--- src/design/smi_pkg.sv ---
// Package with the shared types and codes of the sign-magnitude integer ALU.
`timescale 1ns / 1ps
`default_nettype none
package smi_pkg;

	localparam int MAG_W = 125;

	typedef enum logic [3:0] {
		OP_ADD  = 4'd0,
		OP_SUB  = 4'd1,
		OP_MUL  = 4'd2,
		OP_DIV  = 4'd3,
		OP_MOD  = 4'd4,
		OP_AND  = 4'd5,
		OP_OR   = 4'd6,
		OP_XOR  = 4'd7,
		OP_SHL  = 4'd8,
		OP_SHR  = 4'd9,
		OP_CMP  = 4'd10,
		OP_GCD  = 4'd11,
		OP_NONE = 4'd15
	} op_t;

	localparam logic [1:0] CMP_LT = 2'b11;
	localparam logic [1:0] CMP_EQ = 2'b00;
	localparam logic [1:0] CMP_GT = 2'b01;

	typedef struct packed {
		logic             neg;
		logic             ovf;
		logic             nan;
		logic [MAG_W-1:0] mag;
	} num_t;

	typedef struct packed {
		op_t        op;
		num_t       a;
		num_t       b;
		logic [7:0] shift;
		logic       a_zero;
		logic       b_zero;
	} item_t;

	typedef struct packed {
		logic             neg;
		logic             ovf;
		logic             nan;
		logic [MAG_W-1:0] mag;
		logic [1:0]       cmp;
	} res_t;

endpackage
`default_nettype wire

--- src/design/smi_front.sv ---
// Front end: accepts requests, decodes and classifies them, and queues them.
`timescale 1ns / 1ps
`default_nettype none
module smi_front #(
	parameter int MAG_BITS = 125
) (
	input  wire                 clk,
	input  wire                 arst_n,
	input  wire                 in_valid,
	output logic                in_ready,
	input  wire [3:0]           action,
	input  wire smi_pkg::num_t  a_raw,
	input  wire smi_pkg::num_t  b_raw,
	input  wire [7:0]           shift_count,
	output logic                q_valid,
	input  wire                 q_ready,
	output smi_pkg::item_t      q_item
);

	localparam logic [smi_pkg::MAG_W-1:0] MASK =
		{smi_pkg::MAG_W{1'b1}} >> (smi_pkg::MAG_W - MAG_BITS);

	smi_pkg::item_t ent_q [2];
	logic           wr_q, rd_q;
	logic [1:0]     cnt_q;
	smi_pkg::item_t cls;
	logic           push, pop;

	always_comb begin
		cls = '0;
		cls.op = (action <= 4'(smi_pkg::OP_GCD)) ? smi_pkg::op_t'(action) : smi_pkg::OP_NONE;
		cls.a = a_raw;
		cls.b = b_raw;
		cls.a.mag = a_raw.mag & MASK;
		cls.b.mag = b_raw.mag & MASK;
		cls.shift = shift_count;
		cls.a_zero = !a_raw.ovf && !a_raw.nan && ((a_raw.mag & MASK) == '0);
		cls.b_zero = !b_raw.ovf && !b_raw.nan && ((b_raw.mag & MASK) == '0);
	end

	assign in_ready = (cnt_q != 2'd2);
	assign q_valid  = (cnt_q != 2'd0);
	assign q_item   = ent_q[rd_q];
	assign push     = in_valid && in_ready;
	assign pop      = q_valid && q_ready;

	always_ff @(posedge clk) begin
		if (push) begin
			ent_q[wr_q] <= cls;
		end
	end

	always_ff @(posedge clk or negedge arst_n) begin
		if (!arst_n) begin
			wr_q  <= 1'b0;
			rd_q  <= 1'b0;
			cnt_q <= 2'd0;
		end else begin
			if (push) begin
				wr_q <= !wr_q;
			end
			if (pop) begin
				rd_q <= !rd_q;
			end
			cnt_q <= cnt_q + 2'(push) - 2'(pop);
		end
	end

endmodule
`default_nettype wire

--- config.mk ---
export PLATFORM = sky130hd
export DESIGN_NAME = smi_front
export DESIGN_NICKNAME = d
export VERILOG_FILES = /design/src/design/smi_pkg.sv /design/src/design/smi_front.sv
export SDC_FILE = /design/constraint.sdc
export NUM_CORES = 1
export LEC_CHECK = 0
export BUFFER_PORTS_ARGS = -buffer_cell sky130_fd_sc_hd__buf_2
export CAP_MARGIN = 20
export CORE_ASPECT_RATIO = 2
export CORE_UTILIZATION = 35
export CTS_CLUSTER_DIAMETER = 40
export DETAILED_ROUTE_END_ITERATION = 6
export GPL_TIMING_DRIVEN = 1
export PLACE_DENSITY = 0.54
export SLEW_MARGIN = 10
export SYNTH_ARGS = -nofsm -noshare
export SYNTH_HDL_FRONTEND = slang
export SYNTH_SLANG_ARGS = --single-unit
--- constraint.sdc ---
create_clock -name clk -period 23.8 [get_ports clk]
set_input_delay 1.19 -clock clk [delete_from_list [all_inputs] [get_ports clk]]
set_output_delay 1.19 -clock clk [all_outputs]
set_load 0.01 [all_outputs]
==> impl_metrics.json <==
{
  "outcome": "finished clean",
  "portBuffers": 543,
  "critPathRequiredTime_ns": 22.61,
  "synth.net_count": 1221,
  "power_frac_seq_pct": 44.4,
  "synthesis.instances": 947,
  "grt-ovfl-total": 0,
  "avgSynthCellArea_um2": 21.3,
  "synth_cell_types": 21,
  "p_leak_nw": 9.21,
  "io_pins": 544,
  "final_area_um2": 25500,
  "viasPerCell": 4.77,
  "grt_first_pass_wirelength_um": 73300,
  "postRouteWirelength_um": 51800,
  "synth_area_um2": 20200,
  "wl_per_cell_um": 22.4,
  "cts_tree": "built",
  "post-cts-setup-buffers": 0,
  "drive_gt1_share_pct": 58.0,
  "p_clk_share_pct": 26.4,
  "grt_max_degree": 157,
  "arrival_ns": 3.98,
  "rows": 124,
  "period_minus_slack_ns": 5.17,
  "syn2layout_area_growth_pct": 26.2,
  "dpl_cell_area_um2": 23800,
  "r2r-start": "cnt_q[1]$_DFF_PN0_",
  "rsz0062_at_grt": "no",
  "clockBufferDepth": 3,
  "irDropWorstVdd_mv": 0.0694,
  "ys_ff_latch": 544,
  "numCtsBuffers": 51,
  "seq_area_frac_synth_pct": 80.9,
  "crit_type": "flip-flop to primary output",
  "pre_cts_slack_ns": 19.19,
  "die_w_um": 172,
  "internal-power_mw": 2.16,
  "post-route-period-util_pct": 21.7,
  "fin_worst_skew_ns": 0.0221,
  "core_area_um2": 57100,
  "r2r_cells": 5,
  "htreeDepth": 2,
  "r2r_slack_ns": 20.80,
  "startpoint_type": "flip-flop",
  "relSlewSlack_pct": 26.5,
  "dpl.cell_count": 2222,
  "p_sw_mw": 0.936,
  "cap_violations": 0,
  "grt_pass1_vias": 11710,
  "fin_nets": 1793,
  "floorplan.initialDensity_pct": 35.3,
  "drcViolationCount": 0,
  "critPathLaunch": "rd_q$_DFFE_PN0P_",
  "slew_violations": 0,
  "power_density_nw_per_um2": 122,
  "setup_viol": 0,
  "worstMarginPinSlew_ns": 1.10,
  "path_max_fanout": 78,
  "cts.sinks": 544,
  "hold_viol_final": 0,
  "drt-initial-drc-count": 544,
  "die_area_um2": 58700,
  "via_count": 11038,
  "track_usage_pct": 17.1,
  "hp-class": "primary input to asynchronous set/reset pin",
  "hpwl_um": 36900,
  "dr.pass1.iters": 4,
  "reg2reg_to": "ent_q[0][241]$_DFFE_PP_",
  "cts-root-buf": "clkbuf_16",
  "max_freq_ghz": 0.193,
  "end_kind": "primary output",
  "yosys_warnings": 0,
  "critPathCapture": "q_item[11]",
  "place.gp.congestion": 0.794,
  "combPwrFrac_pct": 29.2,
  "power_mw": 3.10,
  "drtAntennaViolNets": 0,
  "worst_slack_ns": 18.63,
  "antenna_found_initial": 2,
  "die_y_um": 342,
  "setup_tns_ns": 0,
  "hold_buffers": 0,
  "fin_cells": 2315,
  "netSwitchingFraction_pct": 30.2,
  "clk_latency_ns": 0.58,
  "cts-resized-gates": 0,
  "path_clk_slew_ns": 0.07
}
[worst min path at each step]
stage	start	to	slack, ns	depth (start not counted)
5_1_grt	arst_n	wr_q$_DFFE_PN0P_	0.39	1
2_1_floorplan	cnt_q[1]$_DFF_PN0_	cnt_q[1]$_DFF_PN0_	0.46	1
4_1_cts	arst_n	wr_q$_DFFE_PN0P_	0.37	1
3_3_place_gp	cnt_q[1]$_DFF_PN0_	cnt_q[1]$_DFF_PN0_	0.48	1
6_report	arst_n	wr_q$_DFFE_PN0P_	0.42	1
3_5_place_dp	cnt_q[1]$_DFF_PN0_	cnt_q[1]$_DFF_PN0_	0.49	1
[critical path: stages, from the launching register on]
cell     delay (ns)
dfrtp_4        0.89
buf_4          0.93
buf_4          0.81
mux2_2         0.43
buf_2          0.14
[power groups by stage]
stage          Sequential (mW)  Clock, mW  Combinational (mW)
4_1_cts                   1.38      0.840               0.924
3_3_place_gp              1.39          0               0.914
3_5_place_dp              1.40          0               0.918
6_report                  1.37      0.819               0.905
5_1_grt                   1.39      0.867               0.975
2_1_floorplan             1.45          0               0.557
[per-stage QoR]
step / util [%] / hold slack (ns)
2_1_floorplan: - / 0.460
3_3_place_gp: 41.7 / 0.477
3_5_place_dp: 41.7 / 0.486
4_1_cts: 44.6 / 0.369
5_1_grt: 44.6 / 0.388
6_report: 44.6 / 0.421
[per-layer routing]
layer	wire, um	part of all wire (%)	track usage (%)	vias to the layer above
met5	23	0.044	0	-
met3	4650	9.0	4.97	84
met1	18800	36	18.6	5439
li1	-	-	-	5014
met4	1640	3.2	6.60	4
met2	26600	51	30.8	497
[registers in the layout (all words and copies together) (netlist names)]
name and count:
ent_q 540, cnt_q 2, rd_q 1, wr_q 1
[cells in the mapped netlist]
| cell | n | share of area (%) |
|---|---|---|
| or2_2 | 1 | 0.031 |
| nand4_1 | 16 | 0.50 |
| nand2_1 | 1 | 0.019 |
| inv_1 | 1 | 0.019 |
| clkbuf_1 | 2 | 0.037 |
| mux2_2 | 270 | 15 |
| buf_2 | 30 | 0.74 |
| dfrtp_1 | 4 | 0.50 |
| nor4_1 | 60 | 1.9 |
| a21o_1 | 2 | 0.074 |
| and2_1 | 1 | 0.031 |
| and3_1 | 1 | 0.031 |
| nand2b_1 | 1 | 0.031 |
| ha_1 | 2 | 0.12 |
| nor3_1 | 2 | 0.050 |
| nor4_2 | 2 | 0.12 |
| nor2_1 | 3 | 0.056 |
| xnor2_1 | 3 | 0.13 |
| xor2_1 | 1 | 0.043 |
| or4_1 | 4 | 0.15 |
| edfxtp_1 | 540 | 80 |
[area by class of cell]
cell class	instances	area, um2
fillers	5148	31600
flip-flops and latches	544	16300
multi-input cells	370	3710
repair buffers	551	2800
clock buffers	58	1350
well taps	756	946
clock inverters	34	332
inverters	1	3.75
diodes	1	2.50
[cells in the final DEF, fill, tap and decap left out]
master and count:
clkinv_2 7, and2_1 1, or2_2 1, xor2_1 1
buf_12 2, inv_8 3, dfrtp_1 3, nand2_1 1
ha_1 2, clkinvlp_4 5, clkinv_8 1, mux2_2 270
dfrtp_4 1, diode_2 1, nand4_1 16, or4_1 4
clkinv_1 11, clkinv_4 2, clkbuf_16 53, nor2_4 1
buf_2 543, xnor2_1 3, nor4_2 2, inv_1 1
clkbuf_1 5, nand2b_1 1, nor2_1 2, buf_4 6
bufinv_16 5, edfxtp_1 540, and3_4 1, nor4_1 60
nor3_1 2, a21o_1 2
[logic make-up after synthesis]
family	count (synthesis)	synth area share, %
AOI/OAI and AO/OA	2	0.0744
xor gates and xnor gates	4	0.174
adders and majority gates	2	0.124
buffers and inverters	33	0.800
DFF	544	80.9
muxes	270	15.1
and+or+nand+nor	92	2.88
(Power assumes the default switching activity.)
